$ cat config.mk
export PLATFORM = sky130hd
export DESIGN_NAME = sync_framed_message_parser
export DESIGN_NICKNAME = d
export VERILOG_FILES = /design/src/rtl/sfmp_pkg.sv /design/src/rtl/sfmp_ctrl.sv /design/src/rtl/sfmp_dp.sv /design/src/rtl/sync_framed_message_parser.sv
export SDC_FILE = /design/constraint.sdc
export NUM_CORES = 1
export LEC_CHECK = 0
export ABC_AREA = 0
export BUFFER_PORTS_ARGS = -buffer_cell sky130_fd_sc_hd__buf_4
export CAP_MARGIN = 0
export CELL_PAD_IN_SITES_DETAIL_PLACEMENT = 0
export CELL_PAD_IN_SITES_GLOBAL_PLACEMENT = 1
export CORE_ASPECT_RATIO = 1.5
export CORE_MARGIN = 4
export CORE_UTILIZATION = 25
export CTS_CLUSTER_SIZE = 8
export DETAILED_ROUTE_END_ITERATION = 8
export MAX_ROUTING_LAYER = met4
export PLACE_DENSITY = 0.41
export SYNTH_ARGS = -nofsm -noshare
export SYNTH_HDL_FRONTEND = slang
export SYNTH_SLANG_ARGS = --single-unit
$ cat constraint.sdc
create_clock -name clk -period 15.6 [get_ports clk]
set_input_delay 0.78 -clock clk [delete_from_list [all_inputs] [get_ports clk]]
set_output_delay 0.78 -clock clk [all_outputs]
set_load 0.005 [all_outputs]
$ cat src/rtl/sfmp_pkg.sv
package sfmp_pkg;

	typedef enum logic [2:0] {
		PH_SYNC1,
		PH_SYNC2,
		PH_TYPE,
		PH_PAYLOAD,
		PH_CHECK,
		PH_EMIT
	} phase_t;

	localparam logic [2:0] K_UPDATE = 3'd0;
	localparam logic [2:0] K_COUNT  = 3'd1;
	localparam logic [2:0] K_HEART  = 3'd2;
	localparam logic [2:0] K_USAGE  = 3'd3;
	localparam logic [2:0] K_SHOT   = 3'd4;
	localparam logic [2:0] K_STATUS = 3'd5;
	localparam logic [2:0] K_TEXT   = 3'd6;

	localparam logic [2:0] REG_SYNC_FIRST  = 3'd0;
	localparam logic [2:0] REG_SYNC_SECOND = 3'd1;

	// controller to datapath
	typedef struct packed {
		logic start;      // type byte accepted: init xor, count, kind
		logic store;      // payload byte accepted
		logic load_hdr;   // build header result into output register
		logic load_text;  // build next text result (store read issued earlier)
		logic rd_next;    // advance text read pointer
	} dp_cmd_t;

	// datapath to controller
	typedef struct packed {
		logic       type_hit;
		logic       full;
		logic       frame_done;
		logic       xor_ok;
		logic       decode_ok;
		logic [5:0] text_left;
	} dp_stat_t;

endpackage

$ cat src/rtl/sfmp_ctrl.sv
module sfmp_ctrl (
	input  logic                clk,
	input  logic                arst_n,
	input  logic                in_fire,
	input  logic                b_sync1,
	input  logic                b_sync2,
	input  sfmp_pkg::dp_stat_t  stat,
	input  logic                out_busy,
	input  logic                out_fire,
	output sfmp_pkg::dp_cmd_t   cmd,
	output logic                in_ready
);

	sfmp_pkg::phase_t state_q, state_d;
	logic             hdr_q; // header of the run not yet loaded

	always_ff @(posedge clk or negedge arst_n) begin
		if (!arst_n) begin
			state_q <= sfmp_pkg::PH_SYNC1;
			hdr_q   <= 1'b0;
		end else begin
			state_q <= state_d;
			if (cmd.load_hdr)
				hdr_q <= 1'b0;
			else if (state_q == sfmp_pkg::PH_CHECK && in_fire)
				hdr_q <= 1'b1;
		end
	end

	always_comb begin
		state_d = state_q;
		unique case (state_q)
			sfmp_pkg::PH_SYNC1:
				if (in_fire && b_sync1) state_d = sfmp_pkg::PH_SYNC2;
			sfmp_pkg::PH_SYNC2:
				if (in_fire) state_d = b_sync2 ? sfmp_pkg::PH_TYPE : sfmp_pkg::PH_SYNC1;
			sfmp_pkg::PH_TYPE:
				if (in_fire) begin
					if (!stat.type_hit) state_d = sfmp_pkg::PH_SYNC1;
					else if (stat.frame_done) state_d = sfmp_pkg::PH_CHECK;
					else state_d = sfmp_pkg::PH_PAYLOAD;
				end
			sfmp_pkg::PH_PAYLOAD:
				if (in_fire) begin
					if (stat.full) state_d = sfmp_pkg::PH_SYNC1;
					else if (stat.frame_done) state_d = sfmp_pkg::PH_CHECK;
				end
			sfmp_pkg::PH_CHECK:
				if (in_fire)
					state_d = (stat.xor_ok && stat.decode_ok) ? sfmp_pkg::PH_EMIT
						: sfmp_pkg::PH_SYNC1;
			sfmp_pkg::PH_EMIT:
				if (!hdr_q && stat.text_left == 6'd0 && !out_busy)
					state_d = sfmp_pkg::PH_SYNC1;
			default: state_d = sfmp_pkg::PH_SYNC1;
		endcase
	end

	always_comb begin
		cmd      = '0;
		in_ready = 1'b0;
		unique case (state_q)
			sfmp_pkg::PH_EMIT: begin
				if (!out_busy || out_fire) begin
					if (hdr_q) begin
						cmd.load_hdr = 1'b1;
						cmd.rd_next  = 1'b1;
					end else if (stat.text_left != 6'd0) begin
						cmd.load_text = 1'b1;
						cmd.rd_next   = 1'b1;
					end
				end
			end
			sfmp_pkg::PH_TYPE: begin
				in_ready  = 1'b1;
				cmd.start = in_fire;
			end
			sfmp_pkg::PH_PAYLOAD: begin
				in_ready  = 1'b1;
				cmd.store = in_fire && !stat.full;
			end
			default: in_ready = 1'b1;
		endcase
	end

	assert property (@(posedge clk) disable iff (!arst_n)
		cmd.load_hdr |-> !cmd.load_text)
		else $error("header and text loaded together");
	assert property (@(posedge clk) disable iff (!arst_n)
		(state_q == sfmp_pkg::PH_EMIT) |-> !in_ready)
		else $error("input taken while emitting");
	assert property (@(posedge clk) disable iff (!arst_n)
		cmd.store |-> !stat.full)
		else $error("store write beyond depth");

endmodule

$ cat src/rtl/sfmp_dp.sv
module sfmp_dp #(
	parameter int BUF_DEPTH      = 64,
	parameter int MAX_NAME_LEN   = 32,
	parameter int MAX_TEXT_LEN   = 32,
	parameter int MAX_STATE_CODE = 7
) (
	input  logic                clk,
	input  logic                arst_n,
	input  logic [7:0]          rx_byte,
	input  logic [7:0]          code [6],
	input  sfmp_pkg::dp_cmd_t   cmd,
	input  logic                out_fire,
	output sfmp_pkg::dp_stat_t  stat,
	output logic                out_valid,
	output logic [2:0]          kind,
	output logic                last,
	output logic [7:0]          agent_num,
	output logic [7:0]          char_state,
	output logic [7:0]          agent_count,
	output logic [31:0]         timestamp,
	output logic [7:0]          current_pct,
	output logic [7:0]          weekly_pct,
	output logic [15:0]         current_reset_min,
	output logic [15:0]         weekly_reset_min,
	output logic [5:0]          text_count,
	output logic [7:0]          text_byte
);

	localparam int AW = $clog2(BUF_DEPTH);
	localparam int CW = AW + 1;

	logic [7:0]    mem [BUF_DEPTH];
	logic [7:0]    rd_data_q;
	logic [AW-1:0] rd_ptr_q;
	logic [AW-1:0] rd_first;
	logic [AW-1:0] rd_addr;
	logic [CW-1:0] count_q;
	logic [6:0]    exp_len_q;
	logic          len_known_q;
	logic [7:0]    xor_q;
	logic [2:0]    kind_q;
	// header bytes captured as they arrive
	logic [7:0]    h_q [6];
	logic [5:0]    left_q;
	logic [5:0]    tlen_q;

	// type decode, first match wins
	logic [2:0] hit_k;
	logic       hit;
	always_comb begin
		hit   = 1'b0;
		hit_k = sfmp_pkg::K_UPDATE;
		for (int k = 5; k >= 0; k--)
			if (code[k] == rx_byte) begin
				hit   = 1'b1;
				hit_k = 3'(k);
			end
	end

	logic [6:0] fixed_len;
	always_comb begin
		case (hit_k)
			sfmp_pkg::K_COUNT: fixed_len = 7'd1;
			sfmp_pkg::K_HEART: fixed_len = 7'd4;
			sfmp_pkg::K_USAGE: fixed_len = 7'd6;
			default:           fixed_len = 7'd0;
		endcase
	end

	logic [CW-1:0] cnt_n;
	logic [7:0]    nlen, tclamp;
	logic [6:0]    exp_n;
	logic          known_n;
	assign cnt_n  = count_q + 1'b1;
	assign nlen   = (rx_byte > 8'(MAX_NAME_LEN)) ? 8'(MAX_NAME_LEN) : rx_byte;
	assign tclamp = (rx_byte > 8'(MAX_TEXT_LEN)) ? 8'(MAX_TEXT_LEN) : rx_byte;
	always_comb begin
		exp_n   = exp_len_q;
		known_n = len_known_q;
		if (!len_known_q) begin
			if (kind_q == sfmp_pkg::K_UPDATE && cnt_n == CW'(3)) begin
				exp_n   = 7'(nlen) + 7'd3;
				known_n = 1'b1;
			end else if (kind_q == sfmp_pkg::K_STATUS && cnt_n == CW'(2)) begin
				exp_n   = 7'(tclamp) + 7'd2;
				known_n = 1'b1;
			end
		end
	end

	logic decode_ok;

	assign stat.type_hit   = hit;
	assign stat.full       = count_q >= CW'(BUF_DEPTH);
	assign stat.frame_done = cmd.start ? (fixed_len == 7'd0 && hit_k != sfmp_pkg::K_UPDATE
		&& hit_k != sfmp_pkg::K_STATUS)
		: (known_n && 8'(cnt_n) >= 8'(exp_n));
	assign stat.xor_ok     = xor_q == rx_byte;
	assign stat.decode_ok  = decode_ok;
	assign stat.text_left  = left_q;

	// length actually emitted, bounded by bytes received
	logic [7:0] have_upd, have_st, len_upd, len_st;
	assign have_upd = 8'(count_q) - 8'd3;
	assign have_st  = 8'(count_q) - 8'd2;
	assign len_upd  = ((h_q[2] > 8'(MAX_NAME_LEN)) ? 8'(MAX_NAME_LEN) : h_q[2]);
	assign len_st   = ((h_q[1] > 8'(MAX_TEXT_LEN)) ? 8'(MAX_TEXT_LEN) : h_q[1]);

	logic [5:0] eff_len;
	always_comb begin
		decode_ok = 1'b0;
		eff_len   = 6'd0;
		case (kind_q)
			sfmp_pkg::K_UPDATE: begin
				decode_ok = count_q >= CW'(3) && h_q[1] <= 8'(MAX_STATE_CODE);
				eff_len = 6'((len_upd > have_upd) ? have_upd : len_upd);
			end
			sfmp_pkg::K_COUNT:  decode_ok = count_q >= CW'(1);
			sfmp_pkg::K_HEART:  decode_ok = count_q >= CW'(4);
			sfmp_pkg::K_USAGE:  decode_ok = count_q >= CW'(6);
			sfmp_pkg::K_SHOT:   decode_ok = 1'b1;
			sfmp_pkg::K_STATUS: begin
				decode_ok = count_q >= CW'(2);
				eff_len = 6'((len_st > have_st) ? have_st : len_st);
			end
			default: decode_ok = 1'b0;
		endcase
	end

	// read address runs ahead of the pointer so rd_data_q holds the next text byte
	assign rd_first = AW'((kind_q == sfmp_pkg::K_UPDATE) ? 3 : 2);
	always_comb begin
		if (cmd.load_hdr)
			rd_addr = rd_first;
		else if (cmd.rd_next)
			rd_addr = rd_ptr_q + 1'b1;
		else
			rd_addr = rd_ptr_q;
	end

	always_ff @(posedge clk) begin
		if (cmd.store)
			mem[count_q[AW-1:0]] <= rx_byte;
		rd_data_q <= mem[rd_addr];
	end

	always_ff @(posedge clk) begin
		if (cmd.store)
			for (int i = 0; i < 6; i++)
				if (count_q == CW'(i)) h_q[i] <= rx_byte;
	end

	always_ff @(posedge clk or negedge arst_n) begin
		if (!arst_n) begin
			count_q     <= '0;
			exp_len_q   <= '0;
			len_known_q <= 1'b0;
			xor_q       <= '0;
			kind_q      <= sfmp_pkg::K_UPDATE;
			rd_ptr_q    <= '0;
			left_q      <= '0;
			tlen_q      <= '0;
			out_valid   <= 1'b0;
		end else begin
			if (cmd.start) begin
				kind_q      <= hit_k;
				xor_q       <= rx_byte;
				count_q     <= '0;
				len_known_q <= !(hit_k == sfmp_pkg::K_UPDATE || hit_k == sfmp_pkg::K_STATUS);
				exp_len_q   <= fixed_len;
			end
			if (cmd.store) begin
				count_q     <= cnt_n;
				xor_q       <= xor_q ^ rx_byte;
				exp_len_q   <= exp_n;
				len_known_q <= known_n;
			end
			if (cmd.load_hdr) begin
				rd_ptr_q <= rd_first;
				left_q   <= eff_len;
				tlen_q   <= eff_len;
			end else if (cmd.rd_next) begin
				rd_ptr_q <= rd_ptr_q + 1'b1;
				left_q   <= left_q - 1'b1;
			end
			if (cmd.load_hdr || cmd.load_text)
				out_valid <= 1'b1;
			else if (out_fire)
				out_valid <= 1'b0;
		end
	end

	always_ff @(posedge clk) begin
		if (cmd.load_hdr) begin
			kind              <= kind_q;
			last              <= eff_len == 6'd0;
			agent_num         <= (kind_q == sfmp_pkg::K_UPDATE || kind_q == sfmp_pkg::K_STATUS)
				? h_q[0] : 8'd0;
			char_state        <= (kind_q == sfmp_pkg::K_UPDATE) ? h_q[1] : 8'd0;
			agent_count       <= (kind_q == sfmp_pkg::K_COUNT) ? h_q[0] : 8'd0;
			timestamp         <= (kind_q == sfmp_pkg::K_HEART)
				? {h_q[0], h_q[1], h_q[2], h_q[3]} : 32'd0;
			current_pct       <= (kind_q == sfmp_pkg::K_USAGE) ? h_q[0] : 8'd0;
			weekly_pct        <= (kind_q == sfmp_pkg::K_USAGE) ? h_q[1] : 8'd0;
			current_reset_min <= (kind_q == sfmp_pkg::K_USAGE) ? {h_q[2], h_q[3]} : 16'd0;
			weekly_reset_min  <= (kind_q == sfmp_pkg::K_USAGE) ? {h_q[4], h_q[5]} : 16'd0;
			text_count        <= (kind_q == sfmp_pkg::K_UPDATE || kind_q == sfmp_pkg::K_STATUS)
				? eff_len : 6'd0;
			text_byte         <= 8'd0;
		end else if (cmd.load_text) begin
			kind              <= sfmp_pkg::K_TEXT;
			last              <= left_q == 6'd1;
			agent_num         <= 8'd0;
			char_state        <= 8'd0;
			agent_count       <= 8'd0;
			timestamp         <= 32'd0;
			current_pct       <= 8'd0;
			weekly_pct        <= 8'd0;
			current_reset_min <= 16'd0;
			weekly_reset_min  <= 16'd0;
			text_count        <= 6'd0;
			text_byte         <= rd_data_q;
		end
	end

	assert property (@(posedge clk) disable iff (!arst_n)
		cmd.load_text |-> left_q != 6'd0)
		else $error("text result with none left");
	assert property (@(posedge clk) disable iff (!arst_n)
		cmd.load_hdr |=> left_q <= tlen_q)
		else $error("text count past header length");
	assert property (@(posedge clk) disable iff (!arst_n)
		(out_valid && !out_fire) |=> out_valid)
		else $error("result dropped");

endmodule

$ cat src/rtl/sync_framed_message_parser.sv
// channel | dir | tdata (low bit first)               | tuser | tlast
// s_axis  | in  | rx_byte[7:0]                        | -     | -
// m_axis  | out | agent_num, char_state, agent_count,  | kind  | last
//         |     | timestamp, current_pct, weekly_pct, |       |
//         |     | current_reset_min, weekly_reset_min,|       |
//         |     | text_count(6), text_byte, 2 pad bits|       |
// one byte is taken per cycle while hunting or reading a frame.
// after a good checksum byte the header is loaded the next cycle, then each text
// byte follows one per cycle through the output register while m_axis_tready is high.
// no input is taken while emitting or before the output register has emptied.
// reset clears control state; the payload store is not cleared.
module sync_framed_message_parser #(
	parameter int BUF_DEPTH      = 64,
	parameter int MAX_NAME_LEN   = 32,
	parameter int MAX_TEXT_LEN   = 32,
	parameter int MAX_STATE_CODE = 7
) (
	input  logic         clk,
	input  logic         arst_n,
	input  logic         s_axis_tvalid,
	output logic         s_axis_tready,
	input  logic [7:0]   s_axis_tdata,  // rx_byte
	output logic         m_axis_tvalid,
	input  logic         m_axis_tready,
	output logic [119:0] m_axis_tdata,  // agent_num..text_byte as listed above
	output logic [2:0]   m_axis_tuser,  // kind
	output logic         m_axis_tlast,  // last
	input  logic         cfg_we,
	input  logic [2:0]   cfg_index,
	input  logic [7:0]   cfg_data
);

	logic [7:0] sync1_q, sync2_q;
	logic [7:0] code_q [6];

	always_ff @(posedge clk or negedge arst_n) begin
		if (!arst_n) begin
			sync1_q <= 8'd170;
			sync2_q <= 8'd85;
			for (int i = 0; i < 6; i++) code_q[i] <= 8'(i + 1);
		end else if (cfg_we) begin
			if (cfg_index == sfmp_pkg::REG_SYNC_FIRST) sync1_q <= cfg_data;
			else if (cfg_index == sfmp_pkg::REG_SYNC_SECOND) sync2_q <= cfg_data;
			else code_q[cfg_index - 3'd2] <= cfg_data;
		end
	end

	sfmp_pkg::dp_cmd_t  cmd;
	sfmp_pkg::dp_stat_t stat;
	logic in_fire, out_fire;
	logic [7:0] agent_num, char_state, agent_count, current_pct, weekly_pct, text_byte;
	logic [31:0] timestamp;
	logic [15:0] current_reset_min, weekly_reset_min;
	logic [5:0]  text_count;

	assign in_fire  = s_axis_tvalid && s_axis_tready;
	assign out_fire = m_axis_tvalid && m_axis_tready;

	sfmp_ctrl u_ctrl (
		.clk      (clk),
		.arst_n   (arst_n),
		.in_fire  (in_fire),
		.b_sync1  (s_axis_tdata == sync1_q),
		.b_sync2  (s_axis_tdata == sync2_q),
		.stat     (stat),
		.out_busy (m_axis_tvalid),
		.out_fire (out_fire),
		.cmd      (cmd),
		.in_ready (s_axis_tready)
	);

	sfmp_dp #(
		.BUF_DEPTH      (BUF_DEPTH),
		.MAX_NAME_LEN   (MAX_NAME_LEN),
		.MAX_TEXT_LEN   (MAX_TEXT_LEN),
		.MAX_STATE_CODE (MAX_STATE_CODE)
	) u_dp (
		.clk               (clk),
		.arst_n            (arst_n),
		.rx_byte           (s_axis_tdata),
		.code              (code_q),
		.cmd               (cmd),
		.out_fire          (out_fire),
		.stat              (stat),
		.out_valid         (m_axis_tvalid),
		.kind              (m_axis_tuser),
		.last              (m_axis_tlast),
		.agent_num         (agent_num),
		.char_state        (char_state),
		.agent_count       (agent_count),
		.timestamp         (timestamp),
		.current_pct       (current_pct),
		.weekly_pct        (weekly_pct),
		.current_reset_min (current_reset_min),
		.weekly_reset_min  (weekly_reset_min),
		.text_count        (text_count),
		.text_byte         (text_byte)
	);

	assign m_axis_tdata = {2'b00, text_byte, text_count, weekly_reset_min, current_reset_min,
		weekly_pct, current_pct, timestamp, agent_count, char_state, agent_num};

endmodule
* Yosys cells after proc, flatten, opt, wreduce, memory -nomap -nowiden
Memories as Yosys holds them, arrays and structs flattened. A register that Yosys moved wholly into a read port is not among the register bits.
Cells that the tools add are included.
** Operators by class
- Muxes and demuxes :: 130
- Bitwise gates (word level) :: 4
- Order comparisons :: 15
- Equal/unequal tests :: 40
- Add/sub/neg operators :: 8
- Reductions and logical operators :: 47
** Operators by type and width (number)
- 8-bit two-way mux :: 21
- 32-bit two-way mux :: 3
- 16-bit two-way mux :: 5
- 3-bit two-way mux :: 26
- 8-bit equality test :: 9
- 7-bit two-way mux :: 8
- 6-bit two-way mux :: 9
- 1-bit two-way mux :: 50
- 48-bit bitwise mux :: 1
- 8-bit OR reduction :: 5
- 7-bit by 2-bit equality test with 1-bit output, second input constant :: 4
- 8-bit demux with 3-bit select :: 1
- 8-bit by 6-bit greater-than comparator with 1-bit output, second input constant :: 3
- 3-bit by 2-bit equality test with 1-bit output, second input constant :: 6
- 3-bit case mux with 6 select lines :: 1
- 8-bit greater-than comparator :: 2
- 7-bit by 2-bit subtractor with 8-bit output, second input constant :: 2
- 3-bit equality test, second input constant :: 5
- 1-bit logical AND :: 15
- 7-bit by 2-bit adder with 7-bit output, second input constant :: 2
- 7-bit by 3-bit equality test with 1-bit output, second input constant :: 2
- 7-bit by 2-bit greater-or-equal comparator with 1-bit output, second input constant :: 2
- 7-bit by 3-bit greater-or-equal comparator with 1-bit output, second input constant :: 2
- 7-bit zero test :: 2
- other kinds (33) :: 58
** Storage, ports and cells
- Register bits :: 229
- Input port bits :: 24
- Output and inout bits :: 126
- RAM bits :: 560
- Memories kept :: 2
** Memories
- u_dp.mem :: words 64, bits a word 8, read ports 1, clocked after Yosys merged registers in 1, write ports 1, line sfmp_dp.sv:32 : logic [7:0] mem [BUF_DEPTH];
- u_dp.h_q :: words 6, bits a word 8, read ports 6, clocked after Yosys merged registers in 0, write ports 1, line sfmp_dp.sv:43 : logic [7:0] h_q [6];

* Logic depth before layout (Yosys ltp)
- Depth in word-level cells :: 17
- Depth in mapped cells :: 19
- Depth with buffers taken out :: 18

* Hierarchy
Synthesis repeated with hierarchy kept, for this count alone.
** Unflattened totals
- Cells, all modules :: 2280
- Area total of the unflattened synthesis :: 33059.2 um^2
** Modules (own cells, without submodules)
- sfmp_dp :: cells each 2063, area each 29921.2 um^2, seq. area each 21535.7 um^2, instances 1
- sync_framed_message_parser :: cells each 169, area each 2692.6 um^2, seq. area each 1622.8 um^2, instances 1
- sfmp_ctrl :: cells each 48, area each 445.4 um^2, seq. area each 100.1 um^2, instances 1

* Worst setup path after synthesis
No wires, ideal clock.
- Kind :: input to register
- From :: input port m_axis_tready
- To :: register u_dp.left_q[0]
- Data arrival time :: 7.208 ns
- Cell stages on the path :: 6
- Path slack :: 8.263 ns
- Path buffers :: 1
- Data required time :: 15.471 ns
- Setup time :: 0.129 ns
- Path through :: nand2b_1 nand2_1 clkbuf_1 nor2_1 o221ai_1 o21a_1
** On the way
- Longest elaborated chain between the ends :: 5
- Elaborated cells on any way between the ends :: 6
- Classes of those cells :: mux: 3; reduce/logical: 3
** RTL lines
- start, declared :: line sync_framed_message_parser.sv:24 : input logic m_axis_tready,
- 1-bit logical AND (*) :: line sync_framed_message_parser.sv:57 : assign out_fire = m_axis_tvalid && m_axis_tready;
- 1-bit logical OR (*) :: line sfmp_ctrl.sv:64 : if (!out_busy || out_fire) begin
- 3-bit two-way mux (*) :: line sfmp_ctrl.sv:64
- 3-bit two-way mux (*) :: line sfmp_ctrl.sv:62 : unique case (state_q)
- 6-bit two-way mux / 2-bit nonzero test (equally long branches)
- end signal, assigned :: line sfmp_dp.sv:180 : left_q <= eff_len;
- end signal, assigned :: line sfmp_dp.sv:184 : left_q <= left_q - 1'b1;
- end, declared :: line sfmp_dp.sv:44 : logic [5:0] left_q;
Every way passes the cells marked *; elsewhere a longest branch is shown, timed or not.
A chain may end at the register's enable or synchronous reset.

* Final worst setup path
- From :: register u_dp.left_q[3]
- To :: register u_dp.rd_data_q[6], read port of u_dp.mem
** On the way
- Longest elaborated chain between the ends :: 7
** RTL lines
- 6-bit nonzero test :: line sfmp_ctrl.sv:68 : end else if (stat.text_left != 6'd0) begin
- 2-bit two-way mux :: line sfmp_ctrl.sv:68
- 1-bit two-way mux :: line sfmp_ctrl.sv:65 : if (hdr_q) begin
- 3-bit two-way mux :: line sfmp_ctrl.sv:64
- 3-bit two-way mux :: line sfmp_ctrl.sv:62
- 6-bit two-way mux (2 in series)
- end, declared :: line sfmp_dp.sv:33 : logic [7:0] rd_data_q;
Every way passes these cells.

==> impl_metrics.tcl <==
set metrics [dict create \
    synth_ff_type "edfxtp_1" \
    synth_compound_area_share_pct 5.89 \
    cts_buffers 110 \
    yosysWarnings 0 \
    ys_top_cells_by_count "edfxtp_1 (674), nand2_1 (497), nand3_1 (249)" \
    synth.most_common_cell "edfxtp_1" \
    htree_num_levels 3 \
    setup_violations 0 \
    drtPass1Iterations 5 \
    ir_drop_mv 0.0835 \
    dieArea_mm2 0.143 \
    antenna_found_initial 5 \
    max_slew_margin_pct 6.55 \
    end_kind "flip-flop" \
    synth.avg_cell_area_um2 12.9 \
    cts.path.max_buffers 3 \
    r2r_end "u_dp.rd_data_q[6]" \
    r2r_slack_ns 9.71 \
    hold_violations 0 \
    clock_skew_ns 0.0308 \
    grt_pass1_wl_um 167000 \
    core_area_mm2 0.135 \
    rsz0062_at_grt "false" \
    max_slew.worst_pin.slew_ns 1.38 \
    route.vias.total 21800 \
    synthCells 2643 \
    ant_nets 0 \
    drv_slew 0 \
    die-height_um 460 \
    hold_buffers 0 \
    path_clk_slew_ns 0.05 \
    dp.cells 4445 \
    worstPathMaxFanout 80 \
    arrival_ns 6.51 \
    min_period_ns 5.89 \
    synth_top_family_by_area "simple AND/OR/NAND/NOR gates" \
    grt_usage_pct 16.6 \
    cts_root_buf "clkbuf_16" \
    synth_xor_area_share_pct 2.39 \
    dr.first_iter.drc_count 1248 \
    io_pins 150 \
    cp.required_ns 16.22 \
    grt_max_degree 83 \
    synth.mux.area_fraction_pct 3.94 \
    ys_ff_latch 797 \
    p_per_area_mw_per_mm2 120 \
    r2r-start "u_dp.left_q[3]" \
    insertion_delay_ns 0.71 \
    wl_um 116000 \
    yosysSeqAreaShare_pct 68.2 \
    nNetsFinal 2867 \
    synth_area_leaders "edfxtp_1 (59%), dfrtp_1 (6.6%), nand2_1 (5.5%)" \
    cts.sinks 797 \
    synthDistinctLibCells 87 \
    cts_tree "built" \
    timing.fmax_ghz 0.170 \
    synth_top_area_share_pct 59.3 \
    io_buffers 147 \
    drt-vias-per-instance 4.70 \
    drv_cap 0 \
    tns_ns 0 \
    synth_area_leader_cell "edfxtp_1" \
    fp-row-count 165 \
    routedWlPerCell_um 25.0 \
    syn_to_final_growth_pct 17.9 \
    hold_path.class "input pin to asynchronous set/reset pin" \
    power_leakage_nw 13.5 \
    synthSimpleGateAreaFrac_pct 15.3 \
    route.detailed.drc 0 \
    startpoint_type "flip-flop" \
    crit_start "u_dp.left_q[3]" \
    status "finished clean" \
    syn_area_mm2 0.0341 \
    gp_congestion 0.783 \
    fp.dieW_um 310 \
    cts_setup_buffers 0 \
    grt_pass1_vias 22900 \
    stdcell_count 4632 \
    async_flop_share_pct 13.4 \
    drive_above_1_share_pct 15.1 \
    post-dp-hpwl_um 74800 \
    min_period_over_period_pct 37.8 \
    synth_edf_count 674 \
    reg2regPathDepth 11 \
    yosys.area_share.adder_pct 1.43 \
    ctsResizeCount 0 \
    initial_core_util_pct 25.2 \
    crit_path_end "u_dp.rd_data_q[6]" \
    worst-setup-path-type "flip-flop to flip-flop" \
    grt_overflow 0 \
]
## stage by stage
step / total power [mW] / hold WS [ns] / cell area [um2] / setup slack, ns / util [%]
after floorplan: 2.55 / 0.417 / 34100 / 8.26 / -
after detailed placement: 2.65 / 0.454 / 37000 / 9.75 / 27.4
final: 4.84 / 0.0998 / 40200 / 9.71 / 29.7
after CTS: 4.93 / 0.0751 / 40200 / 9.69 / 29.7
after global routing: 5.04 / 0.122 / 40200 / 9.59 / 29.7
after global placement: 2.64 / 0.458 / 37000 / 9.80 / 27.4
## flip-flops by register name (all words and copies together), names as in the netlist, 8 cells and up
name	count
code_q	48
sync1_q	8
sync2_q	8
u_dp.agent_count	8
u_dp.agent_num	8
u_dp.char_state	8
u_dp.current_pct	8
u_dp.current_reset_min	16
u_dp.h_q	48
u_dp.mem	512
u_dp.rd_data_q	8
u_dp.text_byte	8
u_dp.timestamp	32
u_dp.weekly_pct	8
u_dp.weekly_reset_min	16
u_dp.xor_q	8
## cells by family (layout without fill, tap and decap cells)
group | after synthesis | count (layout)
fa+ha+maj | 39 | 39
other cells | 1 | 8
buf+inv | 185 | 414
simple gates | 1121 | 1121
xor+xnor | 93 | 93
flops | 797 | 797
compound gates | 281 | 281
mux | 126 | 126
## critical path: stages (launching register included)
cell and delay, ns:
dfrtp_1 0.43, or4_4 0.62, o2111ai_1 0.24, and4_4 0.81, buf_4 0.87, buf_4 0.71, nand2_1 0.17, nand3_1 0.16
a311oi_1 0.12, o311ai_0 1.14, buf_4 0.29, o211a_1 0.15
## power by group
group          internal, mW  switching, mW  total (mW)
clock                  1.32          0.922        2.25
combinational        0.0875          0.121       0.208
sequential             2.36         0.0339        2.39
## worst min-delay path by stage
stage / to / start / depth (start not counted)
after floorplan: u_dp.text_byte[0] / u_dp.rd_data_q[0] / 2
after global placement: u_dp.text_byte[7] / u_dp.text_byte[7] / 2
after detailed placement: u_dp.text_byte[7] / u_dp.text_byte[7] / 2
after CTS: code_q[14] / arst_n / 1
after global routing: code_q[15] / arst_n / 1
final: code_q[14] / arst_n / 1
## layout make-up
class / instances / area, um2
tap: 1753 / 2190
multi-input combinational: 1666 / 9960
antenna: 2 / 5.00
fill: 13700 / 95000
sequential: 797 / 23300
clock inverter: 6 / 100
clock buffer: 179 / 3060
timing repair buffer: 200 / 1510
inverter: 29 / 116
## cells in the final DEF, fill, tap and decap left out, types with 50 or more instances in the layout
cell	n
buf_4	199
and2_1	103
nand2_1	497
mux2i_1	59
mux2_2	67
xnor2_1	62
clkbuf_16	112
nand3_1	249
edfxtp_1	674
dfrtp_1	90
a21oi_1	62
and3_1	50
nor2_1	110
clkbuf_1	66
## layer usage
layer	vias up	global-route usage [%]	share of wire [%]
met5	-	-	0
met4	0	5.29	2.8
met1	11100	19.6	42
li1	10000	-	-
met3	159	2.26	3.6
met2	491	29.3	52
No activity file was read; power rests on OpenSTA's default activity.
